--- src/design/hmd5_pkg.sv ---
// hmd5_pkg: types, constants and word functions for the HMAC-MD5 engine.
// Used by hmd5_core and hmac_md5_engine; depends on nothing.
package hmd5_pkg;

  localparam int BLOCK_BYTES = 64;
  localparam logic [7:0] IPAD_BYTE = 8'h36;
  localparam logic [7:0] OPAD_BYTE = 8'h5c;
  localparam logic [5:0] LEN_POS = 6'd56;
  // outer hash length: pad block plus 16 digest bytes, in bits
  localparam logic [31:0] OUTER_BITS = 32'(8 * (BLOCK_BYTES + 16));

  typedef logic [3:0][31:0] chain_t;
  typedef logic [7:0][63:0] key_t;

  localparam chain_t MD5_IV = {32'h10325476, 32'h98badcfe, 32'hefcdab89, 32'h67452301};

  typedef enum logic [3:0] {
    ST_IDLE, ST_IPAD, ST_ABS, ST_ABS_RUN, ST_FIN_A, ST_FIN_B, ST_OPAD, ST_OUT2, ST_DELIV
  } st_t;

  typedef struct packed {
    logic start;
    logic init;   // load the chain with the MD5 IV before the block
  } core_cmd_t;

  typedef struct packed {
    logic       done;
    logic [3:0] widx;   // message word the current round needs
  } core_sts_t;

  function automatic logic [31:0] md5_k(logic [5:0] i);
    logic [31:0] k;
    unique case (i)
      6'd0: k = 32'hd76aa478;  6'd1: k = 32'he8c7b756;  6'd2: k = 32'h242070db;
      6'd3: k = 32'hc1bdceee;  6'd4: k = 32'hf57c0faf;  6'd5: k = 32'h4787c62a;
      6'd6: k = 32'ha8304613;  6'd7: k = 32'hfd469501;  6'd8: k = 32'h698098d8;
      6'd9: k = 32'h8b44f7af;  6'd10: k = 32'hffff5bb1; 6'd11: k = 32'h895cd7be;
      6'd12: k = 32'h6b901122; 6'd13: k = 32'hfd987193; 6'd14: k = 32'ha679438e;
      6'd15: k = 32'h49b40821; 6'd16: k = 32'hf61e2562; 6'd17: k = 32'hc040b340;
      6'd18: k = 32'h265e5a51; 6'd19: k = 32'he9b6c7aa; 6'd20: k = 32'hd62f105d;
      6'd21: k = 32'h02441453; 6'd22: k = 32'hd8a1e681; 6'd23: k = 32'he7d3fbc8;
      6'd24: k = 32'h21e1cde6; 6'd25: k = 32'hc33707d6; 6'd26: k = 32'hf4d50d87;
      6'd27: k = 32'h455a14ed; 6'd28: k = 32'ha9e3e905; 6'd29: k = 32'hfcefa3f8;
      6'd30: k = 32'h676f02d9; 6'd31: k = 32'h8d2a4c8a; 6'd32: k = 32'hfffa3942;
      6'd33: k = 32'h8771f681; 6'd34: k = 32'h6d9d6122; 6'd35: k = 32'hfde5380c;
      6'd36: k = 32'ha4beea44; 6'd37: k = 32'h4bdecfa9; 6'd38: k = 32'hf6bb4b60;
      6'd39: k = 32'hbebfbc70; 6'd40: k = 32'h289b7ec6; 6'd41: k = 32'heaa127fa;
      6'd42: k = 32'hd4ef3085; 6'd43: k = 32'h04881d05; 6'd44: k = 32'hd9d4d039;
      6'd45: k = 32'he6db99e5; 6'd46: k = 32'h1fa27cf8; 6'd47: k = 32'hc4ac5665;
      6'd48: k = 32'hf4292244; 6'd49: k = 32'h432aff97; 6'd50: k = 32'hab9423a7;
      6'd51: k = 32'hfc93a039; 6'd52: k = 32'h655b59c3; 6'd53: k = 32'h8f0ccc92;
      6'd54: k = 32'hffeff47d; 6'd55: k = 32'h85845dd1; 6'd56: k = 32'h6fa87e4f;
      6'd57: k = 32'hfe2ce6e0; 6'd58: k = 32'ha3014314; 6'd59: k = 32'h4e0811a1;
      6'd60: k = 32'hf7537e82; 6'd61: k = 32'hbd3af235; 6'd62: k = 32'h2ad7d2bb;
      default: k = 32'heb86d391;
    endcase
    return k;
  endfunction

  function automatic logic [4:0] md5_rot(logic [3:0] i);
    logic [4:0] s;
    unique case (i)
      4'd0: s = 5'd7;   4'd1: s = 5'd12;  4'd2: s = 5'd17;  4'd3: s = 5'd22;
      4'd4: s = 5'd5;   4'd5: s = 5'd9;   4'd6: s = 5'd14;  4'd7: s = 5'd20;
      4'd8: s = 5'd4;   4'd9: s = 5'd11;  4'd10: s = 5'd16; 4'd11: s = 5'd23;
      4'd12: s = 5'd6;  4'd13: s = 5'd10; 4'd14: s = 5'd15; default: s = 5'd21;
    endcase
    return s;
  endfunction

  // little-endian word idx of the key block XOR pad
  function automatic logic [31:0] pad_word(key_t key, logic [3:0] idx, logic [7:0] pad);
    logic [63:0] kw;
    logic [31:0] half;
    logic [31:0] w;
    kw = key[idx[3:1]];
    half = idx[0] ? kw[31:0] : kw[63:32];
    for (int k = 0; k < 4; k++) w[8*k +: 8] = half[31-8*k -: 8] ^ pad;
    return w;
  endfunction

  // final inner block: buffered bytes below pos, 0x80 at pos, zeros, optional length
  function automatic logic [31:0] fin_word(logic [31:0] bw, logic [3:0] idx, logic [5:0] pos,
                                           logic data, logic len, logic [63:0] cnt);
    logic [31:0] w;
    logic [5:0] p;
    for (int k = 0; k < 4; k++) begin
      p = {idx, 2'(k)};
      if (data && p < pos) w[8*k +: 8] = bw[8*k +: 8];
      else if (data && p == pos) w[8*k +: 8] = 8'h80;
      else w[8*k +: 8] = 8'h00;
    end
    if (len && idx == 4'd14) w = {cnt[28:0], 3'b000};
    else if (len && idx == 4'd15) w = cnt[60:29];
    return w;
  endfunction

  function automatic logic [31:0] outer_word(chain_t inner, logic [3:0] idx);
    logic [31:0] w;
    if (idx < 4'd4) w = inner[idx[1:0]];
    else if (idx == 4'd4) w = 32'h0000_0080;
    else if (idx == 4'd14) w = OUTER_BITS;
    else w = 32'h0;
    return w;
  endfunction

  function automatic logic [31:0] bswap(logic [31:0] x);
    return {x[7:0], x[15:8], x[23:16], x[31:24]};
  endfunction

endpackage

--- src/design/hmd5_core.sv ---
// hmd5_core: MD5 compression, one round per cycle over a shared round unit.
// Depends on hmd5_pkg; message words are fetched from the caller by index.
module hmd5_core import hmd5_pkg::*; (
  input  logic        clk,
  input  logic        rst,
  input  core_cmd_t   cmd,
  input  logic [31:0] w,
  output core_sts_t   sts,
  output chain_t      h
);

  logic [31:0] a, b, c, d;
  logic [5:0]  rnd;
  logic        busy;
  logic        fin;
  logic        done;

  logic [31:0] f;
  logic [3:0]  g;
  logic [31:0] t;
  logic [63:0] tt;
  logic [4:0]  s;

  always_comb begin
    unique case (rnd[5:4])
      2'd0: begin
        f = (b & c) | (~b & d);
        g = rnd[3:0];
      end
      2'd1: begin
        f = (d & b) | (~d & c);
        g = 4'(4'd5 * rnd[3:0] + 4'd1);
      end
      2'd2: begin
        f = b ^ c ^ d;
        g = 4'(4'd3 * rnd[3:0] + 4'd5);
      end
      default: begin
        f = c ^ (b | ~d);
        g = 4'(4'd7 * rnd[3:0]);
      end
    endcase
    s = md5_rot({rnd[5:4], rnd[1:0]});
    t = a + f + md5_k(rnd) + w;
    tt = {t, t} << s;
  end

  assign sts.done = done;
  assign sts.widx = g;

  always_ff @(posedge clk) begin
    if (rst) begin
      busy <= 1'b0;
      fin  <= 1'b0;
      rnd  <= 6'd0;
      h    <= MD5_IV;
      done <= 1'b0;
    end else if (cmd.start && !busy) begin
      busy <= 1'b1;
      fin  <= 1'b0;
      rnd  <= 6'd0;
      done <= 1'b0;
      if (cmd.init) begin
        h <= MD5_IV;
        {d, c, b, a} <= MD5_IV;
      end else begin
        {d, c, b, a} <= h;
      end
    end else if (busy && fin) begin
      h[0] <= h[0] + a;
      h[1] <= h[1] + b;
      h[2] <= h[2] + c;
      h[3] <= h[3] + d;
      busy <= 1'b0;
      fin  <= 1'b0;
      done <= 1'b1;
    end else if (busy) begin
      a <= d;
      d <= c;
      c <= b;
      b <= b + tt[63:32];
      rnd <= rnd + 6'd1;
      done <= 1'b0;
      if (rnd == 6'd63) fin <= 1'b1;
    end else begin
      done <= 1'b0;
    end
  end

endmodule

--- src/design/hmac_md5_engine.sv ---
// hmac_md5_engine: HMAC-MD5 over a byte stream, top level with sequencer.
// Depends on hmd5_pkg and hmd5_core.
//
//  channel | handshake             | payload
//  --------+-----------------------+--------------------------------------
//  in      | in_valid / in_stall   | message_byte, last_byte, no_byte
//  out     | out_valid / out_stall | digest_high, digest_low
//  cfg     | cfg_we                | cfg_index, cfg_data (key words 0..7)
//
// MD5 blocks run on the round unit: the first item of a message adds the key
// pad block, a block boundary adds one, and the last item adds one or two
// final inner blocks plus two outer blocks. Reset (rst, synchronous) closes the
// message and clears the key. A stalled result is held in the output register;
// the next item is taken meanwhile and waits only if its own result is ready.
module hmac_md5_engine import hmd5_pkg::*; (
  input  logic        clk,
  input  logic        rst,
  input  logic        in_valid,
  output logic        in_stall,
  input  logic [7:0]  message_byte,
  input  logic        last_byte,
  input  logic        no_byte,
  output logic        out_valid,
  input  logic        out_stall,
  output logic [63:0] digest_high,
  output logic [63:0] digest_low,
  input  logic        cfg_we,
  input  logic [2:0]  cfg_index,
  input  logic [63:0] cfg_data
);

  st_t state, state_next;
  key_t key;
  logic [31:0] blk [16];
  logic [63:0] cnt;
  logic [63:0] cnt_inc;
  logic        open;
  logic        launched;
  logic [7:0]  mb;
  logic        last;
  logic        nob;
  chain_t      inner;

  core_cmd_t cmd;
  core_sts_t sts;
  chain_t    h;
  logic [31:0] w;
  logic [5:0]  pos;
  logic        run;
  logic        accept;

  assign accept   = in_valid && !in_stall;
  assign in_stall = (state != ST_IDLE);
  assign pos      = cnt[5:0];
  assign cnt_inc  = cnt + 64'd1;

  hmd5_core u_core (
    .clk (clk),
    .rst (rst),
    .cmd (cmd),
    .w   (w),
    .sts (sts),
    .h   (h)
  );

  // next state
  always_comb begin
    state_next = state;
    unique case (state)
      ST_IDLE:    if (accept) state_next = open ? ST_ABS : ST_IPAD;
      ST_IPAD:    if (sts.done) state_next = ST_ABS;
      ST_ABS: begin
        priority if (!nob && cnt_inc[5:0] == 6'd0) state_next = ST_ABS_RUN;
        else if (last) state_next = ST_FIN_A;
        else state_next = ST_IDLE;
      end
      ST_ABS_RUN: if (sts.done) state_next = last ? ST_FIN_A : ST_IDLE;
      ST_FIN_A:   if (sts.done) state_next = (pos >= LEN_POS) ? ST_FIN_B : ST_OPAD;
      ST_FIN_B:   if (sts.done) state_next = ST_OPAD;
      ST_OPAD:    if (sts.done) state_next = ST_OUT2;
      ST_OUT2:    if (sts.done) state_next = ST_DELIV;
      ST_DELIV:   if (!out_valid || !out_stall) state_next = ST_IDLE;
      default:    state_next = ST_IDLE;
    endcase
  end

  // core command and block word source
  always_comb begin
    run = 1'b0;
    cmd.init = 1'b0;
    w = 32'h0;
    unique case (state)
      ST_IPAD: begin
        run = 1'b1;
        cmd.init = 1'b1;
        w = pad_word(key, sts.widx, IPAD_BYTE);
      end
      ST_ABS_RUN: begin
        run = 1'b1;
        w = blk[sts.widx];
      end
      ST_FIN_A: begin
        run = 1'b1;
        w = fin_word(blk[sts.widx], sts.widx, pos, 1'b1, pos < LEN_POS, cnt);
      end
      ST_FIN_B: begin
        run = 1'b1;
        w = fin_word(blk[sts.widx], sts.widx, pos, 1'b0, 1'b1, cnt);
      end
      ST_OPAD: begin
        run = 1'b1;
        cmd.init = 1'b1;
        w = pad_word(key, sts.widx, OPAD_BYTE);
      end
      ST_OUT2: begin
        run = 1'b1;
        w = outer_word(inner, sts.widx);
      end
      default: begin
        run = 1'b0;
      end
    endcase
    cmd.start = run && !launched;
  end

  always_ff @(posedge clk) begin
    if (rst) begin
      state     <= ST_IDLE;
      key       <= '0;
      cnt       <= 64'(BLOCK_BYTES);
      open      <= 1'b0;
      launched  <= 1'b0;
      out_valid <= 1'b0;
      inner     <= '0;
    end else begin
      state <= state_next;
      if (cfg_we) key[cfg_index] <= cfg_data;
      if (out_valid && !out_stall && state != ST_DELIV) out_valid <= 1'b0;
      if (cmd.start) launched <= 1'b1;
      if (sts.done) launched <= 1'b0;
      if (accept) begin
        mb   <= message_byte;
        last <= last_byte;
        nob  <= no_byte;
        open <= 1'b1;
      end
      if (state == ST_ABS && !nob) begin
        blk[pos[5:2]][8*pos[1:0] +: 8] <= mb;
        cnt <= cnt_inc;
      end
      // core chain still holds the inner digest when the outer pass starts
      if (state == ST_OPAD && !launched) inner <= h;
      if (state == ST_DELIV && (!out_valid || !out_stall)) begin
        out_valid   <= 1'b1;
        digest_high <= {bswap(h[0]), bswap(h[1])};
        digest_low  <= {bswap(h[2]), bswap(h[3])};
        open        <= 1'b0;
        cnt         <= 64'(BLOCK_BYTES);
      end
    end
  end

endmodule
--- config.mk ---
export PLATFORM = sky130hd
export DESIGN_NAME = hmac_md5_engine
export DESIGN_NICKNAME = d
export VERILOG_FILES = /design/src/design/hmd5_pkg.sv /design/src/design/hmd5_core.sv /design/src/design/hmac_md5_engine.sv
export SDC_FILE = /design/constraint.sdc
export NUM_CORES = 2
export LEC_CHECK = 0
export BUFFER_PORTS_ARGS = -buffer_cell sky130_fd_sc_hd__buf_4
export CAP_MARGIN = 20
export CORE_MARGIN = 1
export CORE_UTILIZATION = 55
export DETAILED_ROUTE_END_ITERATION = 8
export PLACE_DENSITY = 0.74
export RECOVER_POWER = 25
export SYNTH_ARGS = -nofsm -noshare
export SYNTH_HDL_FRONTEND = slang
export SYNTH_SLANG_ARGS = --single-unit
--- constraint.sdc ---
create_clock -name clk -period 12.3 [get_ports clk]
set_input_delay 1.845 -clock clk [delete_from_list [all_inputs] [get_ports clk]]
set_output_delay 1.845 -clock clk [all_outputs]
set_load 0.01 [all_outputs]
==> impl_metrics.prom <==
# TYPE chip_impl_metric gauge
chip_impl_info{name="status",value="finished, violations left"} 1
chip_impl_info{name="violations_in_the_final_reports",value="max-capacitance violations, max-slew violations"} 1
chip_impl_metric{name="grt.overflow.total",unit=""} 0
chip_impl_metric{name="synth_seq_area_share",unit="%"} 48.5
chip_impl_metric{name="initial_utilization",unit="%"} 55.5
chip_impl_metric{name="drt_drc_violations_left",unit=""} 0
chip_impl_metric{name="max_cap_violations",unit=""} 11
chip_impl_metric{name="timing.critical_path.buf_inv",unit=""} 6
chip_impl_metric{name="dp_hpwl",unit="mm"} 202
chip_impl_metric{name="gr-usage-all-layers",unit="%"} 37.8
chip_impl_info{name="rsz0062_at_grt",value="false"} 1
chip_impl_info{name="worst-setup-path-type",value="flip-flop to flip-flop"} 1
chip_impl_metric{name="final_period_minus_worst_setup_slack",unit="ns"} 11.60
chip_impl_metric{name="tritoncts.num_buffers",unit=""} 174
chip_impl_metric{name="place_congestion",unit=""} 1.04
chip_impl_info{name="end_kind",value="flip-flop"} 1
chip_impl_metric{name="synth.lib_cells_used.distinct",unit=""} 85
chip_impl_info{name="worst_path_most_repeated_cell",value="sky130_fd_sc_hd__a21o_1"} 1
chip_impl_metric{name="power-per-cell-area",unit="mW/mm2"} 342
chip_impl_info{name="timing.hold.worst.class",value="flip-flop to flip-flop"} 1
chip_impl_metric{name="worst-endpoint-required",unit="ns"} 12.86
chip_impl_info{name="cts_tree",value="built"} 1
chip_impl_metric{name="timing_hold_violations_final",unit=""} 0
chip_impl_info{name="clock-root-buffer",value="sky130_fd_sc_hd__clkbuf_16"} 1
chip_impl_metric{name="crit_path_max_incr_delay",unit="ns"} 0.79
chip_impl_metric{name="die_width",unit="um"} 394
chip_impl_metric{name="grt_start_max_net_pins",unit=""} 256
chip_impl_metric{name="drtPass1Iterations",unit=""} 9
chip_impl_metric{name="clk_pin_slew_worst_paths",unit="ns"} 0.07
chip_impl_metric{name="global_route_wire_length_before_repair",unit="mm"} 444
chip_impl_metric{name="first_iter_violations",unit=""} 10174
chip_impl_metric{name="route.vias.total",unit=""} 74856
chip_impl_metric{name="yosys_warnings",unit=""} 0
chip_impl_metric{name="row_count",unit=""} 143
chip_impl_info{name="crit_family",value="compound AO/OA/AOI/OAI gates"} 1
chip_impl_metric{name="antenna_found_initial",unit=""} 21
chip_impl_metric{name="ant_nets",unit=""} 0
chip_impl_metric{name="cts.path.max_buffers",unit=""} 3
chip_impl_metric{name="post_synthesis_sequential_element_count",unit=""} 1660
chip_impl_metric{name="maxSlewViolCount",unit=""} 746
chip_impl_metric{name="io_buffer_count",unit=""} 211
chip_impl_metric{name="arrival_time_worst_endpoint",unit="ns"} 12.17
chip_impl_metric{name="syn-instance-count",unit=""} 9655
chip_impl_info{name="primary_ff_master_synth",value="sky130_fd_sc_hd__dfxtp_1"} 1
chip_impl_metric{name="wl_per_cell",unit="um"} 26.0
chip_impl_metric{name="ratio_of_final_minimum_period_to_clock_period",unit="%"} 94.3
chip_impl_metric{name="drt_wl_total",unit="mm"} 304
chip_impl_metric{name="post_route_cells_drive_above_1_share",unit="%"} 8.19
chip_impl_metric{name="clock_sink_count",unit=""} 1660
chip_impl_metric{name="floorplan.die.height",unit="um"} 394
chip_impl_metric{name="worst_pin_slew",unit="ns"} 5.21
chip_impl_metric{name="first_global_vias",unit=""} 68608
chip_impl_metric{name="maxSlewHeadroom",unit="%"} -247
chip_impl_metric{name="fin_tns_setup",unit="ns"} 0
chip_impl_metric{name="synth_async_sr_flop_share",unit="%"} 0
chip_impl_metric{name="area_delta_synth_final",unit="%"} 10.7
chip_impl_metric{name="leakage_dissipation",unit="nW"} 33.9
chip_impl_metric{name="placeableCoreArea",unit="mm2"} 0.152
chip_impl_metric{name="fin_nets",unit=""} 9916
chip_impl_metric{name="htree_levels",unit=""} 4
chip_impl_metric{name="clock.fmax",unit="MHz"} 86.2
chip_impl_metric{name="timing.critical_path.fanout_max",unit=""} 66
chip_impl_metric{name="postSynthNetCount",unit=""} 10030
chip_impl_metric{name="clk-insertion-delay-late",unit="ns"} 0.85
chip_impl_metric{name="synth.avg_cell_area",unit="um2"} 8.76
chip_impl_metric{name="whs",unit="ns"} 0.451
chip_impl_metric{name="drt-vias-per-instance",unit=""} 6.39
chip_impl_metric{name="timing.clock.skew",unit="ns"} 0.0454
chip_impl_metric{name="fp.dieArea",unit="mm2"} 0.155
chip_impl_metric{name="synth_edf_count",unit=""} 778
chip_impl_metric{name="io-pin-count",unit=""} 212
chip_impl_metric{name="setup_violations",unit=""} 0
chip_impl_metric{name="synthesis.area",unit="mm2"} 0.0845
chip_impl_info{name="cp_slowest_cell",value="sky130_fd_sc_hd__o21ai_0"} 1
chip_impl_info{name="start_kind",value="flip-flop"} 1
chip_impl_metric{name="vdd_drop_max",unit="mV"} 0.536
cell usage after synthesis, types with 27 or more instances:
| cell type | number | area share, % |
|---|---|---|
| sky130_fd_sc_hd__a211oi_1 | 37 | 0.33 |
| sky130_fd_sc_hd__a21o_1 | 73 | 0.65 |
| sky130_fd_sc_hd__a21oi_1 | 1083 | 6.4 |
| sky130_fd_sc_hd__a22o_1 | 42 | 0.44 |
| sky130_fd_sc_hd__a22oi_1 | 36 | 0.32 |
| sky130_fd_sc_hd__a311oi_1 | 152 | 1.6 |
| sky130_fd_sc_hd__a31oi_1 | 135 | 1.0 |
| sky130_fd_sc_hd__and2_1 | 53 | 0.39 |
| sky130_fd_sc_hd__and3_1 | 138 | 1.0 |
| sky130_fd_sc_hd__buf_1 | 89 | 0.40 |
| sky130_fd_sc_hd__clkbuf_1 | 541 | 2.4 |
| sky130_fd_sc_hd__clkbuf_2 | 60 | 0.36 |
| sky130_fd_sc_hd__dfxtp_1 | 882 | 21 |
| sky130_fd_sc_hd__edfxtp_1 | 778 | 28 |
| sky130_fd_sc_hd__fa_1 | 68 | 1.6 |
| sky130_fd_sc_hd__ha_1 | 225 | 3.3 |
| sky130_fd_sc_hd__inv_1 | 241 | 1.1 |
| sky130_fd_sc_hd__maj3_1 | 30 | 0.36 |
| sky130_fd_sc_hd__mux2_2 | 27 | 0.36 |
| sky130_fd_sc_hd__mux2i_1 | 124 | 1.5 |
| sky130_fd_sc_hd__mux4_2 | 38 | 1.0 |
| sky130_fd_sc_hd__nand2_1 | 2655 | 12 |
| sky130_fd_sc_hd__nand2b_1 | 56 | 0.41 |
| sky130_fd_sc_hd__nand3_1 | 388 | 2.3 |
| sky130_fd_sc_hd__nor2_1 | 481 | 2.1 |
| sky130_fd_sc_hd__nor3_1 | 81 | 0.48 |
| sky130_fd_sc_hd__o211ai_1 | 52 | 0.46 |
| sky130_fd_sc_hd__o21a_1 | 27 | 0.24 |
| sky130_fd_sc_hd__o21ai_0 | 310 | 1.8 |
| sky130_fd_sc_hd__o221ai_1 | 41 | 0.42 |
| sky130_fd_sc_hd__o22a_1 | 67 | 0.69 |
| sky130_fd_sc_hd__o22ai_1 | 40 | 0.30 |
| sky130_fd_sc_hd__xnor2_1 | 116 | 1.2 |
| sky130_fd_sc_hd__xor2_1 | 147 | 1.5 |
worst reg2reg max path, delay by kind of cell, from the launching register on:
family	cells	cell delay (ns)
buffers and inverters	6	1.19
adders and majority gates	6	2.22
DFF	1	0.46
xor gates and xnor gates	2	0.24
and+or+nand+nor	6	0.93
AOI/OAI and AO/OA	21	5.43
muxes	4	0.89
path summary, 6_finish.rpt:
| kind | startpoint | endpoint | slack, ns | depth (start not counted) |
|---|---|---|---|---|
| setup / recovery | u_core.rnd[2] | u_core.b[30] | 0.70 | 45 |
| hold / removal | key[460] | key[460] | 0.45 | 2 |
| setup reg to reg | u_core.rnd[2] | u_core.b[30] | 0.70 | 45 |
| hold reg to reg | key[460] | key[460] | 0.45 | 2 |
where the power goes:
part | internal (mW) | switching (mW) | leakage [nW]
Clock | 2.97 | 2.30 | 2.73
Combinational | 7.47 | 12.2 | 16.6
Sequential | 6.61 | 0.516 | 14.6
Total | 17.1 | 15.0 | 33.9
per-stage QoR:
stage	instance area, um2	worst slack (ns)	std cells	util [%]	power, mW
5_1_grt	93600	0.0442	11707	61.5	33.7
3_3_place_gp	87900	0.704	11392	57.8	26.0
2_1_floorplan	84500	0.638	9655	-	20.4
6_report	93600	0.696	11713	61.5	32.0
4_1_cts	93600	0.431	11700	61.5	31.4
3_5_place_dp	87900	0.523	11392	57.8	26.1
cell type report:
cell class / count / area (um2)
sequential: 1660 / 41000
clock buffer: 230 / 4730
clock inverter: 78 / 907
timing repair buffer: 409 / 3220
tap: 2030 / 2540
inverter: 249 / 957
fill: 12829 / 58700
antenna: 10 / 25.0
multi-input combinational: 7047 / 40200
cell usage in the layout (no fill, tap or decap), types with 25 or more instances in the layout:
cell type	Yosys	routed
sky130_fd_sc_hd__a211oi_1	37	37
sky130_fd_sc_hd__a21o_1	73	73
sky130_fd_sc_hd__a21oi_1	1083	1082
sky130_fd_sc_hd__a22o_1	42	42
sky130_fd_sc_hd__a22oi_1	36	36
sky130_fd_sc_hd__a311oi_1	152	150
sky130_fd_sc_hd__a31oi_1	135	134
sky130_fd_sc_hd__and2_1	53	44
sky130_fd_sc_hd__and3_1	138	138
sky130_fd_sc_hd__buf_4	0	368
sky130_fd_sc_hd__clkbuf_1	541	58
sky130_fd_sc_hd__clkbuf_16	0	177
sky130_fd_sc_hd__clkinv_1	5	25
sky130_fd_sc_hd__dfxtp_1	882	879
sky130_fd_sc_hd__edfxtp_1	778	778
sky130_fd_sc_hd__fa_1	68	68
sky130_fd_sc_hd__ha_1	225	225
sky130_fd_sc_hd__inv_1	241	240
sky130_fd_sc_hd__maj3_1	30	30
sky130_fd_sc_hd__mux2_2	27	26
sky130_fd_sc_hd__mux2i_1	124	124
sky130_fd_sc_hd__mux4_2	38	38
sky130_fd_sc_hd__nand2_1	2655	2649
sky130_fd_sc_hd__nand2b_1	56	53
sky130_fd_sc_hd__nand3_1	388	384
sky130_fd_sc_hd__nor2_1	481	470
sky130_fd_sc_hd__nor3_1	81	74
sky130_fd_sc_hd__o211ai_1	52	52
sky130_fd_sc_hd__o21a_1	27	27
sky130_fd_sc_hd__o21ai_0	310	309
sky130_fd_sc_hd__o221ai_1	41	41
sky130_fd_sc_hd__o22a_1	67	67
sky130_fd_sc_hd__o22ai_1	40	40
sky130_fd_sc_hd__xnor2_1	116	113
sky130_fd_sc_hd__xor2_1	147	146
logic make-up after synthesis:
group,after synthesis,synth area share (%)
AND/OR/NAND/NOR,3969,19.4
flip-flops,1660,48.5
XOR/XNOR,265,2.79
buffers and inverters,948,4.32
AO/OA/AOI/OAI,2299,16.8
adder cells (fa/ha/maj),323,5.30
multiplexers,191,2.88
flip-flops by register name (all words and copies together), names as in the netlist, named ones only:
register	flops
u_core.fin	1
u_core.h	128
state	4
u_core.done	1
key	512
u_core.b	32
u_core.a	32
blk	512
open	1
launched	1
digest_low	64
cnt	61
mb	8
u_core.c	32
last	1
nob	1
u_core.busy	1
digest_high	64
inner	128
u_core.d	32
u_core.s	5
u_core.rnd	6
out_valid	1
layer usage:
layer / vias up / track usage [%] / part of all wire (%)
li1: 33597 / - / -
met1: 35813 / 50.5 / 38
met2: 4527 / 57.7 / 44
met3: 907 / 6.45 / 11
met4: 12 / 22.7 / 7.0
met5: - / 0 / 0.024
repair_timing:
item                       4_1_cts  5_1_grt
setup endpoints to repair        0        6
resized for setup                0        9
setup buffers                    0        0
hold buffers                     0        0
No activity file was read; power rests on OpenSTA's default activity.
